File: src/segment_tree_range_max_assert.svh
// segment_tree_range_max_assert.svh
// Assertion macros for the range-max tree; no dependencies.
`ifndef SEGMENT_TREE_RANGE_MAX_ASSERT_SVH
`define SEGMENT_TREE_RANGE_MAX_ASSERT_SVH

// Same-cycle implication, disabled while reset is asserted.
`define STM_ASSERT_IMP(label, ck, rn, ante, cons, msg) \
  label: assert property (@(posedge ck) disable iff (!rn) (ante) |-> (cons)) \
    else $error(msg);

// Next-cycle implication, disabled while reset is asserted.
`define STM_ASSERT_NXT(label, ck, rn, ante, cons, msg) \
  label: assert property (@(posedge ck) disable iff (!rn) (ante) |=> (cons)) \
    else $error(msg);

`endif

File: src/stm_pkg.sv
// stm_pkg.sv
// Shared widths, types and codes for the range-max tree; no dependencies.
`default_nettype none

package stm_pkg;
  localparam int VAL_W = 31;
  localparam int IDX_W = 10;
  localparam int LC_W  = 11;

  typedef logic [VAL_W-1:0] val_t;
  typedef logic [IDX_W-1:0] idx_t;
  typedef logic [LC_W-1:0]  lc_t;
  typedef logic [0:0]       func_t;

  localparam func_t FUNC_UPDATE = 1'b0;
  localparam func_t FUNC_QUERY  = 1'b1;

  localparam lc_t LC_RESET = 11'd1024;
endpackage

`default_nettype wire

File: src/stm_in_if.sv
// stm_in_if.sv
// Input channel: valid/ready plus one operation. Depends on stm_pkg.
`default_nettype none

interface stm_in_if;
  logic              valid;
  logic              ready;
  stm_pkg::func_t    func;
  stm_pkg::idx_t     index_a;
  stm_pkg::val_t     operand_b;

  modport source (output valid, func, index_a, operand_b, input ready);
  modport sink   (input valid, func, index_a, operand_b, output ready);
endinterface

`default_nettype wire

File: src/stm_out_if.sv
// stm_out_if.sv
// Result channel: valid/ready plus the query maximum. Depends on stm_pkg.
`default_nettype none

interface stm_out_if;
  logic          valid;
  logic          ready;
  stm_pkg::val_t range_max;

  modport source (output valid, range_max, input ready);
  modport sink   (input valid, range_max, output ready);
endinterface

`default_nettype wire

File: src/stm_max_unit.sv
// stm_max_unit.sv
// Shared compare/select unit: larger of two node values. Depends on stm_pkg.
`default_nettype none

module stm_max_unit (
  input  stm_pkg::val_t lhs,
  input  stm_pkg::val_t rhs,
  output stm_pkg::val_t max_val
);
  assign max_val = (lhs > rhs) ? lhs : rhs;
endmodule

`default_nettype wire

File: src/stm_ctrl.sv
// stm_ctrl.sv
// Sequencer: clear pass, leaf update walk and range query walk.
// Depends on stm_pkg, stm_in_if, stm_out_if and stm_max_unit.
`default_nettype none

module stm_ctrl #(
  parameter  int CAPACITY   = 1024,
  localparam int NODE_COUNT = 2 * CAPACITY,
  localparam int NW         = $clog2(NODE_COUNT)
) (
  input  logic          clk,
  input  logic          rst_n,
  input  logic [NW-1:0] leaf_n,
  stm_in_if.sink        in_ch,
  stm_out_if.source     out_ch,
  output logic          mem_en,
  output logic          mem_we,
  output logic [NW-1:0] mem_addr,
  output stm_pkg::val_t mem_wdata,
  input  stm_pkg::val_t mem_rdata
);
  localparam logic [3:0] ST_CLEAR = 4'd0;
  localparam logic [3:0] ST_IDLE  = 4'd1;
  localparam logic [3:0] ST_SETUP = 4'd2;
  localparam logic [3:0] ST_UP_RD = 4'd3;
  localparam logic [3:0] ST_UP_WR = 4'd4;
  localparam logic [3:0] ST_Q_TST = 4'd5;
  localparam logic [3:0] ST_Q_LO  = 4'd6;
  localparam logic [3:0] ST_Q_HI  = 4'd7;
  localparam logic [3:0] ST_DONE  = 4'd8;

  localparam logic [NW-1:0] LAST_NODE = NW'(NODE_COUNT - 1);
  localparam logic [NW-1:0] ROOT_NODE = NW'(1);
  localparam logic [NW-1:0] ONE_N     = NW'(1);

  logic [3:0]     state_r, state_nxt;
  logic [NW-1:0]  ptr_r, ptr_nxt;     // clear counter, update node, query low end
  logic [NW-1:0]  hi_r, hi_nxt;       // query high end
  stm_pkg::val_t  acc_r, acc_nxt;     // carried node value / running maximum
  stm_pkg::func_t func_r;
  stm_pkg::idx_t  a_r;
  stm_pkg::val_t  b_r;
  logic           out_valid_r, out_valid_nxt;
  stm_pkg::val_t  out_data_r, out_data_nxt;

  stm_pkg::val_t  max_val;
  logic [31:0]    n_w, a_w, b_w, bc_w, lo_w, hi_w;
  logic           q_empty, up_drop;
  logic [NW:0]    lo_inc;
  logic [NW-1:0]  hi_dec;
  logic [NW-1:0]  parent;

  stm_max_unit u_max (
    .lhs     (acc_r),
    .rhs     (mem_rdata),
    .max_val (max_val)
  );

  assign in_ch.ready      = (state_r == ST_IDLE);
  assign out_ch.valid     = out_valid_r;
  assign out_ch.range_max = out_data_r;

  // start-of-item bounds, all in 32-bit space
  always_comb begin
    n_w     = 32'(leaf_n);
    a_w     = 32'(a_r);
    b_w     = 32'(b_r);
    bc_w    = (b_w >= n_w) ? (n_w - 32'd1) : b_w;
    q_empty = (a_w > bc_w);
    up_drop = (a_w >= n_w);
    lo_w    = a_w + n_w;
    hi_w    = bc_w + n_w;
  end

  assign lo_inc = {1'b0, ptr_r} + {{NW{1'b0}}, 1'b1};
  assign hi_dec = hi_r - ONE_N;
  assign parent = {1'b0, ptr_r[NW-1:1]};

  always_comb begin
    state_nxt     = state_r;
    ptr_nxt       = ptr_r;
    hi_nxt        = hi_r;
    acc_nxt       = acc_r;
    out_valid_nxt = out_valid_r & ~out_ch.ready;
    out_data_nxt  = out_data_r;
    mem_en        = 1'b0;
    mem_we        = 1'b0;
    mem_addr      = ptr_r;
    mem_wdata     = acc_r;

    unique case (state_r)
      ST_CLEAR: begin
        mem_en    = 1'b1;
        mem_we    = 1'b1;
        mem_wdata = '0;
        ptr_nxt   = ptr_r + ONE_N;
        if (ptr_r == LAST_NODE) begin
          state_nxt = ST_IDLE;
        end
      end
      ST_IDLE: begin
        if (in_ch.valid) begin
          state_nxt = ST_SETUP;
        end
      end
      ST_SETUP: begin
        unique case (func_r)
          stm_pkg::FUNC_UPDATE: begin
            if (up_drop) begin
              state_nxt = ST_IDLE;
            end else begin
              // write the leaf, then walk toward the root
              mem_en    = 1'b1;
              mem_we    = 1'b1;
              mem_addr  = lo_w[NW-1:0];
              mem_wdata = b_r;
              acc_nxt   = b_r;
              ptr_nxt   = lo_w[NW-1:0];
              state_nxt = (lo_w[NW-1:0] == ROOT_NODE) ? ST_IDLE : ST_UP_RD;
            end
          end
          stm_pkg::FUNC_QUERY: begin
            acc_nxt   = '0;
            ptr_nxt   = lo_w[NW-1:0];
            hi_nxt    = hi_w[NW-1:0];
            state_nxt = q_empty ? ST_DONE : ST_Q_TST;
          end
        endcase
      end
      ST_UP_RD: begin
        mem_en    = 1'b1;
        mem_addr  = ptr_r ^ ONE_N;
        state_nxt = ST_UP_WR;
      end
      ST_UP_WR: begin
        mem_en    = 1'b1;
        mem_we    = 1'b1;
        mem_addr  = parent;
        mem_wdata = max_val;
        acc_nxt   = max_val;
        ptr_nxt   = parent;
        state_nxt = (parent == ROOT_NODE) ? ST_IDLE : ST_UP_RD;
      end
      ST_Q_TST: begin
        if (ptr_r > hi_r) begin
          state_nxt = ST_DONE;
        end else if (ptr_r[0]) begin
          mem_en    = 1'b1;
          state_nxt = ST_Q_LO;
        end else if (!hi_r[0]) begin
          mem_en    = 1'b1;
          mem_addr  = hi_r;
          state_nxt = ST_Q_HI;
        end else begin
          ptr_nxt = parent;
          hi_nxt  = {1'b0, hi_r[NW-1:1]};
        end
      end
      ST_Q_LO: begin
        acc_nxt = max_val;
        if (!hi_r[0]) begin
          // low end does not pass the high end here, no carry out
          ptr_nxt   = lo_inc[NW-1:0];
          mem_en    = 1'b1;
          mem_addr  = hi_r;
          state_nxt = ST_Q_HI;
        end else begin
          ptr_nxt   = lo_inc[NW:1];
          hi_nxt    = {1'b0, hi_r[NW-1:1]};
          state_nxt = ST_Q_TST;
        end
      end
      ST_Q_HI: begin
        acc_nxt   = max_val;
        ptr_nxt   = parent;
        hi_nxt    = {1'b0, hi_dec[NW-1:1]};
        state_nxt = ST_Q_TST;
      end
      ST_DONE: begin
        if (!out_valid_r || out_ch.ready) begin
          out_valid_nxt = 1'b1;
          out_data_nxt  = acc_r;
          state_nxt     = ST_IDLE;
        end
      end
      default: begin
        state_nxt = ST_IDLE;
      end
    endcase
  end

  always_ff @(posedge clk) begin
    if (!rst_n) begin
      state_r     <= ST_CLEAR;
      ptr_r       <= '0;
      out_valid_r <= 1'b0;
    end else begin
      state_r     <= state_nxt;
      ptr_r       <= ptr_nxt;
      out_valid_r <= out_valid_nxt;
    end
  end

  always_ff @(posedge clk) begin
    hi_r       <= hi_nxt;
    acc_r      <= acc_nxt;
    out_data_r <= out_data_nxt;
    if (in_ch.valid && in_ch.ready) begin
      func_r <= in_ch.func;
      a_r    <= in_ch.index_a;
      b_r    <= in_ch.operand_b;
    end
  end
endmodule

`default_nettype wire

File: src/flat_wrapper.sv
// flat-port wrapper written by rule: the top's interface ports become plain ports
module stm_ctrl_flat 
#(
  parameter  int CAPACITY   = 1024,
  localparam int NODE_COUNT = 2 * CAPACITY,
  localparam int NW         = $clog2(NODE_COUNT)
)
  (clk, rst_n, leaf_n, mem_en, mem_we, mem_addr, mem_wdata, mem_rdata, in_ch_valid, in_ch_func, in_ch_index_a, in_ch_operand_b, in_ch_ready, out_ch_valid, out_ch_range_max, out_ch_ready);
  stm_in_if in_ch_i ();
  stm_out_if out_ch_i ();
  input  logic clk;
  input  logic rst_n;
  input  logic [NW-1:0] leaf_n;
  output logic mem_en;
  output logic mem_we;
  output logic [NW-1:0] mem_addr;
  output stm_pkg::val_t mem_wdata;
  input  stm_pkg::val_t mem_rdata;
  input wire logic [$bits(in_ch_i.valid)-1:0] in_ch_valid;
  input wire logic [$bits(in_ch_i.func)-1:0] in_ch_func;
  input wire logic [$bits(in_ch_i.index_a)-1:0] in_ch_index_a;
  input wire logic [$bits(in_ch_i.operand_b)-1:0] in_ch_operand_b;
  output wire logic [$bits(in_ch_i.ready)-1:0] in_ch_ready;
  output wire logic [$bits(out_ch_i.valid)-1:0] out_ch_valid;
  output wire logic [$bits(out_ch_i.range_max)-1:0] out_ch_range_max;
  input wire logic [$bits(out_ch_i.ready)-1:0] out_ch_ready;
  assign in_ch_i.valid = in_ch_valid;
  assign in_ch_i.func = in_ch_func;
  assign in_ch_i.index_a = in_ch_index_a;
  assign in_ch_i.operand_b = in_ch_operand_b;
  assign in_ch_ready = in_ch_i.ready;
  assign out_ch_valid = out_ch_i.valid;
  assign out_ch_range_max = out_ch_i.range_max;
  assign out_ch_i.ready = out_ch_ready;
  stm_ctrl #(.CAPACITY(CAPACITY)) u_core (.clk(clk), .rst_n(rst_n), .leaf_n(leaf_n), .in_ch(in_ch_i), .out_ch(out_ch_i), .mem_en(mem_en), .mem_we(mem_we), .mem_addr(mem_addr), .mem_wdata(mem_wdata), .mem_rdata(mem_rdata));
endmodule
File: config.mk
export PLATFORM = sky130hd
export DESIGN_NAME = stm_ctrl_flat
export DESIGN_NICKNAME = d
export VERILOG_FILES = /design/src/segment_tree_range_max_assert.svh /design/src/stm_pkg.sv /design/src/stm_in_if.sv /design/src/stm_out_if.sv /design/src/stm_max_unit.sv /design/src/stm_ctrl.sv /design/src/flat_wrapper.sv
export SDC_FILE = /design/constraint.sdc
export NUM_CORES = 1
export LEC_CHECK = 0
export BUFFER_PORTS_ARGS = -buffer_cell sky130_fd_sc_hd__buf_2
export CORE_MARGIN = 4
export CORE_UTILIZATION = 45
export CTS_BUF_LIST = sky130_fd_sc_hd__clkbuf_4
export CTS_CLUSTER_DIAMETER = 30
export DETAILED_ROUTE_END_ITERATION = 10
export PLACE_DENSITY = 0.69
export SYNTH_ARGS = -nofsm -noshare
export SYNTH_HDL_FRONTEND = slang
export SYNTH_HIERARCHICAL = 1
export SYNTH_SLANG_ARGS = --single-unit
File: constraint.sdc
create_clock -name clk -period 5.6 [get_ports clk]
set_input_delay 0.84 -clock clk [delete_from_list [all_inputs] [get_ports clk]]
set_output_delay 0.84 -clock clk [all_outputs]
set_load 0.02 [all_outputs]
==> impl_metrics.sql <==
INSERT INTO impl_metrics (metric_group, metric, value, unit) VALUES
('status', 'status', 'complete, no violations', ''),
('cts', 'cts_resized', '0', ''),
('cts', 'cts_max_level', '4', ''),
('critical_path', 'worst-endpoint-arrival', '4.08', 'ns'),
('cts', 'clk_root_buffer_cell', 'sky130_fd_sc_hd__clkbuf_4', ''),
('synthesis', 'synth.lib_cells_used.distinct', '83', ''),
('timing', 'worst-slew-pin-transition', '1.11', 'ns'),
('global_routing', 'grt_antenna_before_repair', '3', ''),
('synthesis', 'synthArstFlopShare', '0', '%'),
('worst_hold_path', 'min_path_type', 'input pin to flip-flop', ''),
('placement', 'post_dp_cell_area', '11900', 'um^2'),
('cts', 'tritoncts.num_buffers', '17', ''),
('drt', 'drt-wirelength-per-cell', '21.4', 'um'),
('floorplanning', 'rows', '56', ''),
('timing', 'setup_tns', '0', 'ns'),
('synthesis', 'netlist_area', '10800', 'um^2'),
('cts', 'clock_latency', '0.56', 'ns'),
('cts', 'cts.sink_count', '131', ''),
('critical_path', 'cp_top_family', 'compound AO/OA/AOI/OAI gates', ''),
('synthesis', 'synth.ff_latch_count', '131', ''),
('synthesis', 'netlist_instances', '1158', ''),
('placement', 'place.port_buffers', '164', ''),
('timing', 'fin_crit', '4.92', 'ns'),
('job', 'maxCapViolations', '0', ''),
('timing', 'timing_max_transition_violations_final', '0', ''),
('cts', 'number_of_buffers_inserted_by_post_cts_setup_repair', '0', ''),
('placement', 'placedCellCount', '1593', ''),
('global_routing', 'number_of_global_route_vias_before_repair', '9616', ''),
('cts', 'cts_hold_buffers', '0', ''),
('floorplanning', 'initial_utilization', '46.0', '%'),
('synthesis', 'synth_ff_type', 'sky130_fd_sc_hd__edfxtp_1', ''),
('critical_path', 'crit_slowest_cell', 'sky130_fd_sc_hd__dfxtp_1', ''),
('pwr', 'power.density_cell_area', '171', 'nW/um^2'),
('floorplanning', 'ioPinCount', '165', ''),
('finish', 'final_nets', '1481', ''),
('drt', 'drtIter0Drc', '1285', ''),
('drt', 'postRouteAntennaNets', '0', ''),
('critical_path', 'worst-path-max-fanout', '10', ''),
('timing', 'layout_worst_path_cycle_share', '87.8', '%'),
('critical_path', 'worstSetupPathType', 'flip-flop to primary output', ''),
('timing', 'setup_violations', '0', ''),
('global_routing', 'gr-total-overflow', '0', ''),
('pwr', 'power.leakage', '0.00527', 'uW'),
('timing', 'timing_hold_violations_final', '0', ''),
('cts', 'clk_pin_slew_worst_paths', '0.14', 'ns'),
('drt', 'vias_cell', '6.17', ''),
('drt', 'remaining_drc_errors', '0', ''),
('placement', 'hpwlAfterDp', '25.5', 'mm'),
('cts', 'cts-root-to-sink-buffers', '2', ''),
('drt', 'route.vias.total', '10000', ''),
('global_routing', 'grt_use_total', '25.6', '%'),
('cts', 'tritoncts_clock_tree', 'done', ''),
('timing', 'finClkSkew', '0.0322', 'ns'),
('synthesis', 'postSynthAreaPerCell', '9.35', 'um^2'),
('drt', 'drt-pass1-iter-count', '9', ''),
('floorplanning', 'die_height', '163', 'um'),
('critical_path', 'critPathMaxStageDelay', '0.65', 'ns'),
('finish', 'drive_above_1_share', '20.9', '%'),
('timing', 'max_clock_freq', '203', 'MHz'),
('synthesis', 'synthesis.yosys.warnings', '6', ''),
('finish', 'area_growth_syn_to_layout', '13.1', '%'),
('finish', 'final_area', '12200', 'um^2'),
('placement', 'place_congestion', '0.953', ''),
('floorplanning', 'design.core.area', '23500', 'um^2'),
('pwr', 'pwr_total', '2100', 'uW'),
('synthesis', 'synth_enable_flop_cells', '115', ''),
('floorplanning', 'design.die.area', '26600', 'um^2'),
('timing', 'grt_setup_unrepaired', 'no', ''),
('finish', 'finalCoreUtilization', '52.0', '%'),
('floorplanning', 'die_w', '163', 'um'),
('synthesis', 'mappedNetlistNets', '1346', ''),
('critical_path', 'timing.critical_path.cells', 'clkinv_1 > ha_1 > nor2b_1 > o21bai_1 > a211oi_1 > o31a_1 > nor2_1 > o21ai_0 > o311ai_0 > buf_2', ''),
('critical_path', 'critical_path_buf_inv_count', '2', ''),
('global_routing', 'largest_net_degree_at_the_start_of_global_routing', '43', ''),
('synthesis', 'synth.yosys.seq_area_share', '34.9', '%'),
('global_routing', 'grt_pass1_wl', '53.7', 'mm'),
('drt', 'wl', '34.8', 'mm'),
('critical_path', 'critPathLaunchType', 'flip-flop', ''),
('timing', 'worst_max_slew_margin_expressed_relative_to_the_limit', '25.5', '%'),
('pwr', 'ir_worst_vdd', '139', 'uV'),
('critical_path', 'worst-endpoint-required', '4.76', 'ns'),
('finish', 'final-instance-count-excl-fill', '1625', ''),
('critical_path', 'setup.worst_path.end_class', 'primary output', '');
## final timing paths
path                       start                           to  slack [ns]  depth (start not counted)
max              u_core/ptr_r[0]                 mem_addr[10]        0.68                         10
min          in_ch_operand_b[14]               u_core/b_r[14]        0.45                          1
max reg2reg       u_core/b_r[20]              u_core/hi_r[10]        0.79                         15
min reg2reg     u_core/acc_r[30]  u_core/out_ch.range_max[30]        0.56                          0
## metrics by stage
stage,hold slack [ns],worst slack [ns]
after floorplan,0.496,1.04
after global placement,0.528,0.624
after detailed placement,0.533,0.456
after CTS,0.404,0.679
after global routing,0.398,0.425
final,0.450,0.683
## registers in the layout, indices dropped and copies added, names as in the netlist
| signal | flops |
|---|---|
| u_core/a_r | 10 |
| u_core/acc_r | 31 |
| u_core/b_r | 31 |
| u_core/func_r | 1 |
| u_core/hi_r | 11 |
| u_core/out_ch.range_max | 31 |
| u_core/out_ch.valid | 1 |
| u_core/ptr_r | 11 |
| u_core/state_r | 4 |
## cells in the mapped netlist (all sizes together), types with 17 or more instances
library cell,count,area (um^2)
a21oi,65,325
a222oi,36,360
clkbuf,47,176
edfxtp,115,3450
ha,98,1230
inv,113,424
mux2,39,552
mux2i,34,340
nand2,98,370
nand3,28,140
nand4,17,113
nor2,59,221
nor3,18,90.1
o21ai,100,504
xnor2,17,149
## power by group
part / leakage (uW) / switching, uW / internal, uW / total [uW]
combinational: 0.00395 / 187 / 149 / 336
clock: 0.000151 / 386 / 312 / 698
sequential: 0.00117 / 5.21 / 1060 / 1060
## final cells by class
class	instances	area (um^2)
Sequential cell	131	3770
Tap cell	319	399
Clock inverter	12	158
Multi-Input combinational cell	850	6400
Inverter	115	432
Timing Repair Buffer	178	938
Antenna cell	2	5.00
Clock buffer	18	135
Fill cell	2234	11300
## layout by cell type, fill, tap and decap left out, types with 11 or more instances in the layout
master                     count
sky130_fd_sc_hd__buf_4        13
sky130_fd_sc_hd__nor2_1       57
sky130_fd_sc_hd__o21ai_0      96
sky130_fd_sc_hd__ha_1         98
sky130_fd_sc_hd__dfxtp_1      16
sky130_fd_sc_hd__nor3_1       17
sky130_fd_sc_hd__o211ai_1     13
sky130_fd_sc_hd__nor2b_1      15
sky130_fd_sc_hd__clkbuf_4     18
sky130_fd_sc_hd__a21oi_1      65
sky130_fd_sc_hd__mux2i_1      34
sky130_fd_sc_hd__inv_1       113
sky130_fd_sc_hd__a222oi_1     36
sky130_fd_sc_hd__xnor2_1      17
sky130_fd_sc_hd__a211oi_1     14
sky130_fd_sc_hd__a21o_1       14
sky130_fd_sc_hd__a221oi_1     11
sky130_fd_sc_hd__edfxtp_1    115
sky130_fd_sc_hd__nand2_1      97
sky130_fd_sc_hd__mux2_4       30
sky130_fd_sc_hd__nand3_1      28
sky130_fd_sc_hd__nand4_1      16
sky130_fd_sc_hd__buf_2       164
## cells by family after synthesis
group                      count (synthesis)  synth area share (%)
DFF                                      131                  34.9
adders and majority gates                100                  11.7
buffers and inverters                    177                  6.53
and+or+nand+nor                          298                  13.6
xor gates and xnor gates                  27                  2.18
muxes                                     73                  8.24
AOI/OAI and AO/OA                        352                  22.9
## layer usage
metal / global-route usage [%] / up-vias / share of wire [%]
met1: 34.6 / 4802 / 42
li1: - / 4662 / -
met4: 9.26 / 2 / 3.1
met2: 41.1 / 486 / 47
met3: 5.12 / 79 / 8.4
met5: 0 / - / 0.035
(Power assumes the default switching activity.)
